$ cat src/hw/rtl/threshold_duty_ramp_core_macros.svh
// Assertion macros for the threshold duty ramp core.
// Included by the RTL files that carry concurrent assertions; no other dependencies.
`ifndef THRESHOLD_DUTY_RAMP_CORE_MACROS_SVH
`define THRESHOLD_DUTY_RAMP_CORE_MACROS_SVH

// Same-cycle implication, checked at every rising clock edge outside reset.
`define TDR_ASSERT_NOW(label, clk, rst, ante, cons) \
   label: assert property (@(posedge clk) disable iff (rst) (ante) |-> (cons)) \
      else $error("same-cycle check failed");

// Next-cycle implication, checked at every rising clock edge outside reset.
`define TDR_ASSERT_NEXT(label, clk, rst, ante, cons) \
   label: assert property (@(posedge clk) disable iff (rst) (ante) |=> (cons)) \
      else $error("next-cycle check failed");

`endif

$ cat src/hw/rtl/tdr_pkg.sv
// Shared types and constants for the threshold duty ramp core.
// Used by tdr_div and threshold_duty_ramp_core; no dependencies of its own.
package tdr_pkg;

   // Field and register widths.
   localparam int DIV_W      = 16;
   localparam int DUTY_W     = 14;
   localparam int SAMPLE_W   = 16;
   localparam int CSR_IDX_W  = 2;
   localparam int CSR_DATA_W = 16;

   // Duty levels in hundredths of a percent.
   localparam logic [DUTY_W-1:0] DUTY_OFF  = 14'd0;
   localparam logic [DUTY_W-1:0] DUTY_MID  = 14'd7500;
   localparam logic [DUTY_W-1:0] DUTY_FULL = 14'd10000;

   // Register reset values.
   localparam logic [15:0]       LOW_THR_RST   = 16'd400;
   localparam logic [15:0]       HIGH_THR_RST  = 16'd1000;
   localparam logic [DUTY_W-1:0] STEP_RST      = 14'd500;
   localparam logic [15:0]       RAMP_TIME_RST = 16'd2000;

   // Register indexes.
   typedef enum logic [CSR_IDX_W-1:0] {
      CSR_LOW_THR   = 2'd0,
      CSR_HIGH_THR  = 2'd1,
      CSR_STEP      = 2'd2,
      CSR_RAMP_TIME = 2'd3
   } csr_idx_type;

   // Item kinds carried in tuser.
   typedef enum logic {
      CMD_SAMPLE = 1'b0,
      CMD_TICK   = 1'b1
   } cmd_type;

   // Sequencer states.
   typedef enum logic [2:0] {
      ST_IDLE,
      ST_SAMPLE,
      ST_DIV_GAP,
      ST_DIV_TIME,
      ST_APPLY,
      ST_TICK,
      ST_EMIT
   } state_type;

endpackage

$ cat src/hw/rtl/tdr_div.sv
// Serial restoring divider, one quotient bit per cycle, shared by both divisions.
// Depends on tdr_pkg for the operand width.
module tdr_div
   import tdr_pkg::*;
(
   input  logic             clock,
   input  logic             reset,
   input  logic             start,
   input  logic [DIV_W-1:0] dividend,
   input  logic [DIV_W-1:0] divisor,
   output logic             done,
   output logic [DIV_W-1:0] quotient
);

   localparam int CNT_W = $clog2(DIV_W + 1);

   logic             busy_ff, busy_in;
   logic             done_ff, done_in;
   logic [CNT_W-1:0] count_ff, count_in;
   logic [DIV_W:0]   rem_ff, rem_in;
   logic [DIV_W-1:0] quo_ff, quo_in;
   logic [DIV_W-1:0] dvs_ff, dvs_in;
   logic [DIV_W:0]   rem_shift;
   logic [DIV_W:0]   rem_diff;

   // One restoring step: shift in the next dividend bit and try to subtract.
   assign rem_shift = {rem_ff[DIV_W-1:0], quo_ff[DIV_W-1]};
   assign rem_diff  = rem_shift - {1'b0, dvs_ff};

   always_comb begin
      busy_in  = busy_ff;
      done_in  = 1'b0;
      count_in = count_ff;
      rem_in   = rem_ff;
      quo_in   = quo_ff;
      dvs_in   = dvs_ff;
      if (start) begin
         busy_in  = 1'b1;
         count_in = CNT_W'(DIV_W);
         rem_in   = '0;
         quo_in   = dividend;
         dvs_in   = divisor;
      end else if (busy_ff) begin
         if (rem_shift >= {1'b0, dvs_ff}) begin
            rem_in = rem_diff;
            quo_in = {quo_ff[DIV_W-2:0], 1'b1};
         end else begin
            rem_in = rem_shift;
            quo_in = {quo_ff[DIV_W-2:0], 1'b0};
         end
         count_in = count_ff - 1'b1;
         if (count_ff == CNT_W'(1)) begin
            busy_in = 1'b0;
            done_in = 1'b1;
         end
      end
   end

   // Control state.
   always_ff @(posedge clock) begin
      if (reset) begin
         busy_ff  <= 1'b0;
         done_ff  <= 1'b0;
         count_ff <= '0;
      end else begin
         busy_ff  <= busy_in;
         done_ff  <= done_in;
         count_ff <= count_in;
      end
   end

   // Datapath registers.
   always_ff @(posedge clock) begin
      rem_ff <= rem_in;
      quo_ff <= quo_in;
      dvs_ff <= dvs_in;
   end

   assign done     = done_ff;
   assign quotient = quo_ff;

endmodule

$ cat src/hw/rtl/threshold_duty_ramp_core.sv
// Top level of the threshold duty ramp core: sequencer, duty state and registers.
// Depends on tdr_pkg, tdr_div and threshold_duty_ramp_core_macros.svh.
//
//   Channel  Direction  Transfer when          Contents
//   req_     in         req_tvalid&req_tready  tuser: cmd; tdata: sensor_value
//   rsp_     out        rsp_tvalid&rsp_tready  tdata: duty, duty_written, ramping
//   csr_     in         csr_we                 csr_index selects, csr_wdata value
//
// A tick passes through the tick and emit states into the output register; a sample that
// starts a ramp also makes two passes through the serial divider before the emit state.
// The core takes one item at a time: req_tready is high only in the idle state.
// A result waits in the output register until taken; a new item may be taken meanwhile.
// Reset is synchronous and restores the control registers, the sequencer and the duty state.
`include "threshold_duty_ramp_core_macros.svh"

module threshold_duty_ramp_core
   import tdr_pkg::*;
(
   input  logic                  clock,
   input  logic                  reset,
   // Input stream
   input  logic                  req_tvalid,
   output logic                  req_tready,
   input  logic [15:0]           req_tdata,   // [15:0] sensor_value
   input  logic                  req_tuser,   // [0] cmd
   // Result stream
   output logic                  rsp_tvalid,
   input  logic                  rsp_tready,
   output logic [15:0]           rsp_tdata,   // [13:0] duty, [14] duty_written, [15] ramping
   // Register write port
   input  logic                  csr_we,
   input  logic [CSR_IDX_W-1:0]  csr_index,
   input  logic [CSR_DATA_W-1:0] csr_wdata
);

   // Registers.
   logic [15:0]       low_thr_ff, high_thr_ff, ramp_time_ff;
   logic [DUTY_W-1:0] step_ff;

   // Sequencer and item holding.
   state_type             state_ff, state_in;
   logic                  cmd_ff, cmd_in;
   logic [SAMPLE_W-1:0]   sample_ff, sample_in;

   // Duty state.
   logic [DUTY_W-1:0] current_duty_ff, current_duty_in;
   logic [DUTY_W-1:0] target_duty_ff, target_duty_in;
   logic              ramp_active_ff, ramp_active_in;
   logic              step_down_ff, step_down_in;
   logic [15:0]       delay_reload_ff, delay_reload_in;
   logic [15:0]       delay_left_ff, delay_left_in;
   logic [DUTY_W-1:0] gap_ff, gap_in;
   logic              written_ff, written_in;

   // Output register.
   logic              rsp_valid_ff, rsp_valid_in;
   logic [15:0]       rsp_data_ff, rsp_data_in;

   // Divider hookup.
   logic              div_start;
   logic [DIV_W-1:0]  div_dividend, div_divisor, div_quotient;
   logic              div_done;

   // Combinational helpers.
   logic [DUTY_W-1:0] new_target;
   logic [DUTY_W-1:0] live_gap, new_gap;
   logic [DUTY_W:0]   step_sum;
   logic [DUTY_W-1:0] stepped_duty;
   logic [15:0]       delay_dec;
   logic              sample_ok;
   logic              out_free;

   tdr_div u_div (
      .clock    (clock),
      .reset    (reset),
      .start    (div_start),
      .dividend (div_dividend),
      .divisor  (div_divisor),
      .done     (div_done),
      .quotient (div_quotient)
   );

   // Register writes.
   always_ff @(posedge clock) begin
      if (reset) begin
         low_thr_ff   <= LOW_THR_RST;
         high_thr_ff  <= HIGH_THR_RST;
         step_ff      <= STEP_RST;
         ramp_time_ff <= RAMP_TIME_RST;
      end else if (csr_we) begin
         case (csr_idx_type'(csr_index))
            CSR_LOW_THR:   low_thr_ff   <= csr_wdata;
            CSR_HIGH_THR:  high_thr_ff  <= csr_wdata;
            CSR_STEP:      step_ff      <= csr_wdata[DUTY_W-1:0];
            CSR_RAMP_TIME: ramp_time_ff <= csr_wdata;
            default:       low_thr_ff   <= low_thr_ff;
         endcase
      end
   end

   // Target lookup from the thresholds and gap towards it.
   always_comb begin
      if (sample_ff < low_thr_ff) begin
         new_target = DUTY_OFF;
      end else if (sample_ff < high_thr_ff) begin
         new_target = DUTY_MID;
      end else begin
         new_target = DUTY_FULL;
      end
      new_gap  = (new_target > current_duty_ff) ? new_target - current_duty_ff
                                                : current_duty_ff - new_target;
      live_gap = (target_duty_ff > current_duty_ff) ? target_duty_ff - current_duty_ff
                                                    : current_duty_ff - target_duty_ff;
   end

   // One ramp step in the kept direction, clamped to the duty range.
   always_comb begin
      step_sum = {1'b0, current_duty_ff} + {1'b0, step_ff};
      if (step_down_ff) begin
         stepped_duty = (current_duty_ff > step_ff) ? current_duty_ff - step_ff : DUTY_OFF;
      end else begin
         stepped_duty = (step_sum > {1'b0, DUTY_FULL}) ? DUTY_FULL : step_sum[DUTY_W-1:0];
      end
   end

   assign delay_dec = (delay_left_ff != 16'd0) ? delay_left_ff - 16'd1 : 16'd0;
   assign sample_ok = !ramp_active_ff && (step_ff != '0) && (step_ff <= DUTY_FULL);
   assign out_free  = !rsp_valid_ff || rsp_tready;

   // Sequencer: next state, duty state updates and divider control.
   always_comb begin
      state_in        = state_ff;
      cmd_in          = cmd_ff;
      sample_in       = sample_ff;
      current_duty_in = current_duty_ff;
      target_duty_in  = target_duty_ff;
      ramp_active_in  = ramp_active_ff;
      step_down_in    = step_down_ff;
      delay_reload_in = delay_reload_ff;
      delay_left_in   = delay_left_ff;
      gap_in          = gap_ff;
      written_in      = written_ff;
      rsp_valid_in    = rsp_valid_ff;
      rsp_data_in     = rsp_data_ff;
      div_start       = 1'b0;
      div_dividend    = {{(DIV_W-DUTY_W){1'b0}}, gap_ff};
      div_divisor     = {{(DIV_W-DUTY_W){1'b0}}, step_ff};
      req_tready      = (state_ff == ST_IDLE);

      // A waiting result leaves when the downstream side takes it.
      if (rsp_valid_ff && rsp_tready) begin
         rsp_valid_in = 1'b0;
      end

      case (state_ff)
         ST_IDLE: begin
            if (req_tvalid) begin
               cmd_in    = req_tuser;
               sample_in = req_tdata;
               state_in  = (cmd_type'(req_tuser) == CMD_TICK) ? ST_TICK : ST_SAMPLE;
            end
         end
         ST_SAMPLE: begin
            if (sample_ok) begin
               target_duty_in = new_target;
               step_down_in   = (new_target <= current_duty_ff);
               gap_in         = new_gap;
               written_in     = 1'b1;
               div_start      = 1'b1;
               div_dividend   = {{(DIV_W-DUTY_W){1'b0}}, new_gap};
               state_in       = ST_DIV_GAP;
            end else begin
               written_in = 1'b0;
               state_in   = ST_EMIT;
            end
         end
         ST_DIV_GAP: begin
            // Step count ready: divide the ramp time by it, or use one tick.
            if (div_done) begin
               if (div_quotient == '0) begin
                  delay_reload_in = 16'd1;
                  state_in        = ST_APPLY;
               end else begin
                  div_start    = 1'b1;
                  div_dividend = ramp_time_ff;
                  div_divisor  = div_quotient;
                  state_in     = ST_DIV_TIME;
               end
            end
         end
         ST_DIV_TIME: begin
            if (div_done) begin
               delay_reload_in = (div_quotient == '0) ? 16'd1 : div_quotient;
               state_in        = ST_APPLY;
            end
         end
         ST_APPLY: begin
            // First step at once, or the exact target when within one step.
            if (gap_ff > step_ff) begin
               current_duty_in = stepped_duty;
               ramp_active_in  = 1'b1;
               delay_left_in   = delay_reload_ff;
            end else begin
               current_duty_in = target_duty_ff;
            end
            state_in = ST_EMIT;
         end
         ST_TICK: begin
            written_in = 1'b0;
            if (ramp_active_ff) begin
               delay_left_in = delay_dec;
               if (delay_dec == 16'd0) begin
                  written_in = 1'b1;
                  if (live_gap > step_ff) begin
                     current_duty_in = stepped_duty;
                     delay_left_in   = delay_reload_ff;
                  end else begin
                     current_duty_in = target_duty_ff;
                     ramp_active_in  = 1'b0;
                  end
               end
            end
            state_in = ST_EMIT;
         end
         ST_EMIT: begin
            if (out_free) begin
               rsp_valid_in = 1'b1;
               rsp_data_in  = {ramp_active_ff, written_ff, current_duty_ff};
               state_in     = ST_IDLE;
            end
         end
         default: begin
            state_in = ST_IDLE;
         end
      endcase
   end

   // Control state and duty state.
   always_ff @(posedge clock) begin
      if (reset) begin
         state_ff        <= ST_IDLE;
         current_duty_ff <= DUTY_OFF;
         target_duty_ff  <= DUTY_OFF;
         ramp_active_ff  <= 1'b0;
         step_down_ff    <= 1'b0;
         delay_reload_ff <= 16'd1;
         delay_left_ff   <= 16'd0;
         rsp_valid_ff    <= 1'b0;
      end else begin
         state_ff        <= state_in;
         current_duty_ff <= current_duty_in;
         target_duty_ff  <= target_duty_in;
         ramp_active_ff  <= ramp_active_in;
         step_down_ff    <= step_down_in;
         delay_reload_ff <= delay_reload_in;
         delay_left_ff   <= delay_left_in;
         rsp_valid_ff    <= rsp_valid_in;
      end
   end

   // Payload registers.
   always_ff @(posedge clock) begin
      cmd_ff      <= cmd_in;
      sample_ff   <= sample_in;
      gap_ff      <= gap_in;
      written_ff  <= written_in;
      rsp_data_ff <= rsp_data_in;
   end

   assign rsp_tvalid = rsp_valid_ff;
   assign rsp_tdata  = rsp_data_ff;

   // The kept duty never leaves its range.
   `TDR_ASSERT_NOW(a_duty_range, clock, reset, 1'b1, current_duty_ff <= DUTY_FULL)
   // Divider results only arrive while the sequencer waits for them.
   `TDR_ASSERT_NOW(a_div_done_state, clock, reset, div_done,
                   (state_ff == ST_DIV_GAP) || (state_ff == ST_DIV_TIME))
   // An accepted item takes the sequencer out of idle.
   `TDR_ASSERT_NEXT(a_accept_busy, clock, reset, req_tvalid && req_tready,
                    state_ff != ST_IDLE)
   // A new result is only loaded from the emit state.
   `TDR_ASSERT_NEXT(a_emit_source, clock, reset, (state_ff != ST_EMIT) && !rsp_valid_ff,
                    !rsp_valid_ff)
   // A tick item is routed to the tick state.
   `TDR_ASSERT_NEXT(a_tick_route, clock, reset,
                    req_tvalid && req_tready && (cmd_type'(req_tuser) == CMD_TICK),
                    state_ff == ST_TICK && cmd_ff == CMD_TICK)

endmodule

$ cat config.mk
export PLATFORM = sky130hd
export DESIGN_NAME = threshold_duty_ramp_core
export DESIGN_NICKNAME = d
export VERILOG_FILES = /design/src/hw/rtl/tdr_pkg.sv /design/src/hw/rtl/tdr_div.sv /design/src/hw/rtl/threshold_duty_ramp_core.sv
export VERILOG_INCLUDE_DIRS = /design/src /design/src/hw/rtl
export SDC_FILE = /design/constraint.sdc
export NUM_CORES = 1
export LEC_CHECK = 0
export BUFFER_PORTS_ARGS = -buffer_cell sky130_fd_sc_hd__buf_2
export CORE_UTILIZATION = 29
export CTS_CLUSTER_SIZE = 30
export DETAILED_ROUTE_END_ITERATION = 7
export PLACE_DENSITY = 0.44
export SYNTH_ARGS = -nofsm -noshare
export SYNTH_HDL_FRONTEND = slang
export SYNTH_SLANG_ARGS = --single-unit
$ cat constraint.sdc
create_clock -name clock -period 5.2 [get_ports clock]
set_input_delay 0.52 -clock clock [delete_from_list [all_inputs] [get_ports clock]]
set_output_delay 0.52 -clock clock [all_outputs]
set_load 0.02 [all_outputs]
* Word level (Yosys, flattened, before mapping)
Index checks and enable logic that the tools add are counted.
** Operators by class
- $add $sub $neg :: 9
- Magnitude comparators :: 11
- Equality and inequality tests :: 18
- Muxes and demuxes :: 63
- Bitwise operators :: 3
- Reductions and logical operators :: 32
** Operators with widths (number)
- 2-to-1 mux 16 bit :: 14
- 2-to-1 mux 14 bit :: 15
- one-hot mux 16 bit (2 select lines) :: 3
- greater-than comparator 14 bit :: 5
- subtractor 14 bit :: 5
- logical NOT 16 bit :: 2
- less-than comparator 16 bit :: 2
- one-hot mux 14 bit (2 select lines) :: 1
- 2-to-1 mux 3 bit :: 7
- one-hot mux 3 bit (6 select lines) :: 1
- >= comparator 17 x 16 -> 1 bit :: 1
- 2-to-1 mux 1 bit :: 17
- AND reduction 2 bit :: 8
- nonzero test 16 bit :: 1
- subtractor 16 x 1 -> 16 bit, second input constant :: 1
- subtractor 16 bit :: 1
- adder 14 x 14 -> 15 bit :: 1
- greater-than comparator 15 x 14 -> 1 bit, second input constant :: 1
- <= comparator 14 bit :: 1
- <= comparator 14 bit, second input constant :: 1
- nonzero test 14 bit :: 1
- inequality test 2 bit, second input constant :: 6
- 2-to-1 mux 5 bit :: 2
- equality test 3 bit, second input constant :: 3
- 19 further kinds :: 36
** Word-level totals
- Bits in registers :: 230
- Input port bits :: 40
- Output and inout bits :: 18

* Depth between registers and ports, before layout
- Word-level depth :: 8
- Mapped depth :: 24
- Gate-level depth less buffers :: 22

* Hierarchy
From an unflattened synthesis, not the netlist that was laid out.
** Second synthesis, totals
- Cell total of the unflattened synthesis :: 1737
- Area total of the unflattened synthesis :: 15069.5 um^2
** Modules (own cells, without submodules)
- threshold_duty_ramp_core :: times used 1, cells each 1424, area each 11820.1 um^2
- tdr_div :: times used 1, cells each 313, area each 3249.4 um^2

* Worst setup path before layout
Ideal clock, no wire load.
- Kind :: register to register
- Start :: register current_duty_ff[6]
- End :: register current_duty_ff[5]
- Library setup time :: 0.126 ns
- Arrival time :: 4.431 ns
- Required time :: 5.074 ns
- Path slack :: 0.643 ns
- Cell stages (with the launch flop) :: 23
- Buffers on the path :: 3
- Period minus slack after synthesis :: 4.557 ns
- Path through :: dfxtp_1 -> inv_1 -> ha_1 -> nor2b_1 -> a21o_1 -> a221oi_1 -> o21ai_1 -> o41ai_1 -> nor2_1 -> buf_2 -> mux2i_1 -> xnor2_1 -> ha_1 -> nand3_1 -> nor4_1 -> a21oi_1 -> o2bb2ai_1 -> or2_1 -> clkbuf_1 -> buf_2 -> nor3_1 -> a32oi_1 -> o31ai_1
** On the way
- Word-level cells in the longest chain between the ends :: 8
- Elaborated cells on any way between the ends :: 16
** Ends and longest elaborated chain
- from (decl) :: RTL line threshold_duty_ramp_core.sv:46 : logic [DUTY_W-1:0] current_duty_ff, current_duty_in;
- from (signal assigned) :: RTL line threshold_duty_ramp_core.sv:251 : current_duty_ff <= current_duty_in;
- adder 14 x 14 -> 15 bit :: RTL line threshold_duty_ramp_core.sv:118 : step_sum = {1'b0, current_duty_ff} + {1'b0, step_ff};
- greater-than comparator 15 x 14 -> 1 bit :: RTL line threshold_duty_ramp_core.sv:122 : stepped_duty = (step_sum > {1'b0, DUTY_FULL}) ? DUTY_FULL : step_sum[DUTY_W-1:0];
- 2-to-1 mux 14 bit :: RTL line threshold_duty_ramp_core.sv:122
- 2-to-1 mux 14 bit :: RTL line threshold_duty_ramp_core.sv:119 : if (step_down_ff) begin
- 2-to-1 mux 14 bit :: RTL line threshold_duty_ramp_core.sv:214 : if (live_gap > step_ff) begin
- 2-to-1 mux 14 bit :: RTL line threshold_duty_ramp_core.sv:212 : if (delay_dec == 16'd0) begin
- 2-to-1 mux 14 bit :: RTL line threshold_duty_ramp_core.sv:210 : if (ramp_active_ff) begin
- one-hot mux 14 bit (2 select lines) * :: RTL line threshold_duty_ramp_core.sv:155 : case (state_ff)
Mark *: on every way between the ends. The rest lies on a longest branch, timed or not. The select of a mux whose other input is x is not followed.
A chain may end at the register's enable or synchronous reset.

* Worst setup path in the final report
- Start :: register target_duty_ff[12]
- End :: register current_duty_ff[3]
** On the way
- Word-level cells in the longest chain between the ends :: 7
- Elaborated cells on any way between the ends :: 9
** Ends and longest elaborated chain
- from (decl) :: RTL line threshold_duty_ramp_core.sv:47 : logic [DUTY_W-1:0] target_duty_ff, target_duty_in;
- from (signal assigned) :: RTL line threshold_duty_ramp_core.sv:252 : target_duty_ff <= target_duty_in;
- subtractor 14 bit, or another cell as far along :: RTL line threshold_duty_ramp_core.sv:113 : : current_duty_ff - target_duty_ff;
- 2-to-1 mux 14 bit * :: RTL line threshold_duty_ramp_core.sv:112 : live_gap = (target_duty_ff > current_duty_ff) ? target_duty_ff - current_duty_ff
- greater-than comparator 14 bit * :: RTL line threshold_duty_ramp_core.sv:214
- 2-to-1 mux 14 bit * :: RTL line threshold_duty_ramp_core.sv:214
- 2-to-1 mux 14 bit * :: RTL line threshold_duty_ramp_core.sv:212
- 2-to-1 mux 14 bit * :: RTL line threshold_duty_ramp_core.sv:210
- one-hot mux 14 bit (2 select lines) * :: RTL line threshold_duty_ramp_core.sv:155
Marked as above.

==> results summary <==
The run finished with clean final reports. Combinational logic burns 51.5% of the power. The delay of the slowest cell on the worst path came out at 0.48 ns. The die covers 51,100 um^2.

The setup path with the least slack is of type reg -> reg. After technology mapping, the gate count stands at 1,672. The total placed cells including tap cells is 2,359. The count of pins over their slew limit is 0. The via count of the first global-routing pass came out at 12,100. The detailed route wirelength on metal3 is 2290 um. Compared with the post-synthesis result, the final layout area differs by 15.3%. The overall via count from detail_route came out at 12,500. Setup repair after global routing left no endpoint under its margin. The die height came out at 226 um. The sum of negative setup slack is 0 ns.

In this run the power spent charging and discharging nets is 3.94 mW. After clock tree synthesis, the clock-pin slew on the worst setup and hold paths is 0.06 ns. The wire length on met1 is 22,400 um.

The core utilization of the finished layout is 34.1%. The number of register bits inferred by synthesis came out at 219. The synthesized netlist occupies a cell area of 14,600 um^2. The cell with the largest stage delay on the worst path is sky130_fd_sc_hd__dfxtp_1. The count of buffers added on input and output ports is 57. The detailed placer's ending HPWL is 35,900 um. The portion of total power attributed to the clock network is 23.2%.

The data arrival time of the critical path came out at 5.33 ns. Ranked by instance count, the synthesized netlist is headed by 191 x sky130_fd_sc_hd__nand2_1, 144 x sky130_fd_sc_hd__ha_1, 140 x sky130_fd_sc_hd__dfxtp_1. The post-layout minimum cycle time came out at 4.87 ns. The number of buffers inserted by hold repair at cts came out at 0. The portion of synthesized cell area occupied by the leading cell type is 19.2%. The finished layout holds 2,413 standard cells, fillers aside. The clock latency on the worst-skew pair is 0.58 ns. The final setup slack of the worst path is 0.325 ns. The setup-violating endpoint count in the final report is 0. The worst register-to-register path ends at current_duty_ff[3]$_SDFFE_PP0P_. By instance count, the leading cell after synthesis is sky130_fd_sc_hd__nand2_1. The number of antenna diodes in the final layout is 0. After layout, the worst path uses 93.7% of the clock period.

Counting stages on the worst path, the most repeated cell is sky130_fd_sc_hd__a21o_1. The clock buffer count from CTS came out at 28. The worst max-slew margin expressed relative to the limit is 29.2%.

The number of flops mapped to enable cells by yosys is 79. The largest net degree at the start of global routing is 82. The data required time at the worst endpoint came out at 5.66 ns.

The pre-CTS setup slack is -0.0891 ns. By area the synthesized netlist is led by sky130_fd_sc_hd__dfxtp_1 19%, sky130_fd_sc_hd__edfxtp_1 16%, sky130_fd_sc_hd__ha_1 12%. TritonCTS built the clock tree. The share of flip-flops with an asynchronous set or reset came out at 0%. The final weighted congestion of routability-driven global placement came out at 0.873. The number of max-cap violations came out at 0. For this run, the top clock speed supported by timing is 0.205 GHz. The first global-routing pass estimated 73,100 um of wire. The number of fillers in the final layout came out at 5,271.

The worst setup path is captured at a flip-flop. The number of instances on the worst hold path came out at 1. Across all register-to-register paths, the minimum setup slack is 0.33 ns.

The maximum buffer depth of the clock tree is 3. The biggest fanout along the worst timing path is 13. The number of antenna violations at the first check in global routing came to 0. The startpoint identified for the worst register-to-register timing path is target_duty_ff[12]$_SDFFE_PP0P_.

For hold timing, the worst endpoint is sample_ff[15]$_DFFE_PP_. The remaining routing DRC violations came out at 0. The core region is 49,300 um^2.

The min-delay analysis places its worst path in the category in -> reg. For this design the static power due to leakage is 6.95 nW. The distinct cell type count of the synthesized netlist came out at 93. The initial core utilization came out at 29.6%. The width of the die is 226 um. The finished cells cover 16,800 um^2. The global-route usage over all layers is 18.8%.

The instance area at placement is 15,700 um^2. The clock arrives with 0.0220 ns of skew. The sequential cell area fraction in the yosys report is 35.5%. The worst reg-to-reg path cell count came out at 20. Wire segments on met2 add up to 21,800 um in the final route. The internal power summed over all cells came out at 5.56 mW. In the final routed layout, each cell accounts on average for 19.7 um.

The final wirelength came out at 47,600 um. The root buffer cell chosen for the clock tree is sky130_fd_sc_hd__clkbuf_16. The transition time of the tightest slew-check pin is 1.06 ns.

The highest ir drop seen on vdd came out at 0.000291 V. The biggest area contributor in the post-synthesis netlist is sky130_fd_sc_hd__dfxtp_1. The critical path goes through ha_1, a21o_1, a21o_1, a221oi_1, o21ai_1, o41ai_2, nor2_1, buf_4, mux2i_1, xor2_1, ha_1, a21o_1, a211o_1, o21ai_1, o2bb2ai_4, buf_4, or2_1, a211o_2, nor2_1, a221o_1. The per-cell via count in the routed design came out at 5.17. The iteration-0 DRC count of the detailed router is 954. For this design the ratio of total power to cell area is 565 nW/um^2. The number of placement rows came out at 81. In the final design database the tool counted 1,916 nets. The number of routed nets with antenna violations came out at 0. The number of H-tree levels is 1.

The highest layer used for signal routing is met4. The post-route netlist has 10.6% of its cells at a drive strength greater than 1. Net switching is 41.5% of the power. The synthesis warning total is 0. The worst setup path is launched from a flip-flop.

The number of hold-slack violations in the final timing report came to 0. Synthesis produced a netlist with a net count of 1,861. After global routing the overflow that remains totals 0.

The share of total power dissipated in sequential elements is 25.3%. The worst hold path begins at req_tdata[15]. The first detailed-routing pass ran for 5 iterations. The average instance area after synthesis is 8.71 um^2.

The total clock sinks is 219. For this design the top-level I/O count stands at 58. The flip-flop cell with the highest count after synthesis is sky130_fd_sc_hd__dfxtp_1.
==> power by group through the flow <==
| stage | Combinational (mW) | Sequential, mW | Clock, mW |
|---|---|---|---|
| 2_1_floorplan | 3.57 | 2.34 | 0 |
| 3_3_place_gp | 4.77 | 2.44 | 0 |
| 3_5_place_dp | 4.79 | 2.44 | 0 |
| 4_1_cts | 4.82 | 2.40 | 2.28 |
| 5_1_grt | 5.40 | 2.44 | 2.34 |
| 6_report | 4.89 | 2.40 | 2.21 |
==> worst max path at each step <==
| stage | depth (start not counted) | from | slack [ns] | endpoint |
|---|---|---|---|---|
| after CTS | 20 | target_duty_ff[12]$_SDFFE_PP0P_ | 0.13 | delay_left_ff[7]$_SDFFE_PP0P_ |
| final | 20 | target_duty_ff[12]$_SDFFE_PP0P_ | 0.33 | current_duty_ff[3]$_SDFFE_PP0P_ |
| after global placement | 20 | target_duty_ff[12]$_SDFFE_PP0P_ | -0.05 | delay_left_ff[6]$_SDFFE_PP0P_ |
| after global routing | 21 | sample_ff[9]$_DFFE_PP_ | 0.002 | u_div.quotient[5]$_DFFE_PP_ |
| after detailed placement | 20 | target_duty_ff[12]$_SDFFE_PP0P_ | -0.09 | current_duty_ff[3]$_SDFFE_PP0P_ |
| after floorplan | 22 | current_duty_ff[6]$_SDFFE_PP0P_ | 0.64 | current_duty_ff[5]$_SDFFE_PP0P_ |
==> sequential cells by signal (all words and copies together) (netlist names) <==
name,count
current_duty_ff,14
delay_left_ff,16
delay_reload_ff,16
gap_ff,14
high_thr_ff,16
low_thr_ff,16
ramp_active_ff,1
ramp_time_ff,16
rsp_tdata,16
rsp_tvalid,1
sample_ff,16
state_ff,3
step_down_ff,1
step_ff,14
target_duty_ff,3
u_div.busy_ff,1
u_div.count_ff,5
u_div.done,1
u_div.dvs_ff,16
u_div.quotient,16
u_div.rem_ff,16
written_ff,1
==> logic make-up (layout without fill, tap and decap cells) <==
| group | count (synthesis) | in the layout | share of synthesized area [%] |
|---|---|---|---|
| buf+inv | 196 | 273 | 5.32 |
| flops | 219 | 219 | 35.5 |
| simple gates | 541 | 541 | 18.1 |
| fa+ha+maj | 149 | 149 | 13.1 |
| mux | 37 | 37 | 2.64 |
| xor+xnor | 66 | 66 | 3.97 |
| compound gates | 464 | 464 | 21.4 |
==> worst max-delay path: cells and delay by family, from the launching register on <==
kind            cells  cell delay (ns)
compound gates     11             2.64
fa+ha+maj           2             0.62
flops               1             0.48
buf+inv             2             0.39
simple gates        3             0.26
mux                 1             0.20
xor+xnor            1             0.17
==> through the flow <==
stage               total power, mW  hold WS (ns)
floorplan                      5.91         0.400
global placement               7.21         0.407
detailed placement             7.22         0.417
CTS                            9.50        0.0761
global route                   10.2        0.0868
finish                         9.49         0.116
==> final cells by class <==
class	count	area (um^2)	share of cell area (%)
clock buffers	37	811	4.83
clock inverters	15	254	1.51
inverters	123	462	2.75
multi-input cells	1257	8670	51.6
flip-flops and latches	219	5170	30.8
well taps	664	831	4.95
repair buffers	98	599	3.57
==> repair_timing <==
item / CTS / global route
gates resized for setup: 1 / 8
endpoints found under the setup margin: 22 / 52
pin swaps: 0 / 2
endpoints found under the hold margin: 0 / 0
buffers inserted: 0 / 2
==> cells in the final DEF (no fill, tap or decap), drive strengths merged, types with 14 or more instances in the layout <==
cell / Yosys / layout
a211o: 20 / 20
a211oi: 25 / 25
a21o: 45 / 45
a21oi: 142 / 142
a22oi: 20 / 20
buf: 20 / 98
clkbuf: 53 / 37
dfxtp: 140 / 140
edfxtp: 79 / 79
ha: 144 / 144
inv: 122 / 124
mux2i: 29 / 29
nand2: 192 / 192
nand2b: 28 / 28
nand3: 26 / 26
nand3b: 15 / 15
nand4: 17 / 17
nor2: 122 / 122
nor2b: 23 / 23
nor3: 41 / 41
nor4: 24 / 24
o21ai: 72 / 72
o21bai: 14 / 14
o31ai: 14 / 14
xnor2: 42 / 42
xor2: 24 / 24
==> layer usage <==
layer  vias up  global-route usage [%]
li1       6151                       -
met3        62                    2.55
met5         -                       0
met2       300                    30.5
met4         0                    4.86
met1      5972                    26.0
Power figures use the tool's default switching activity.
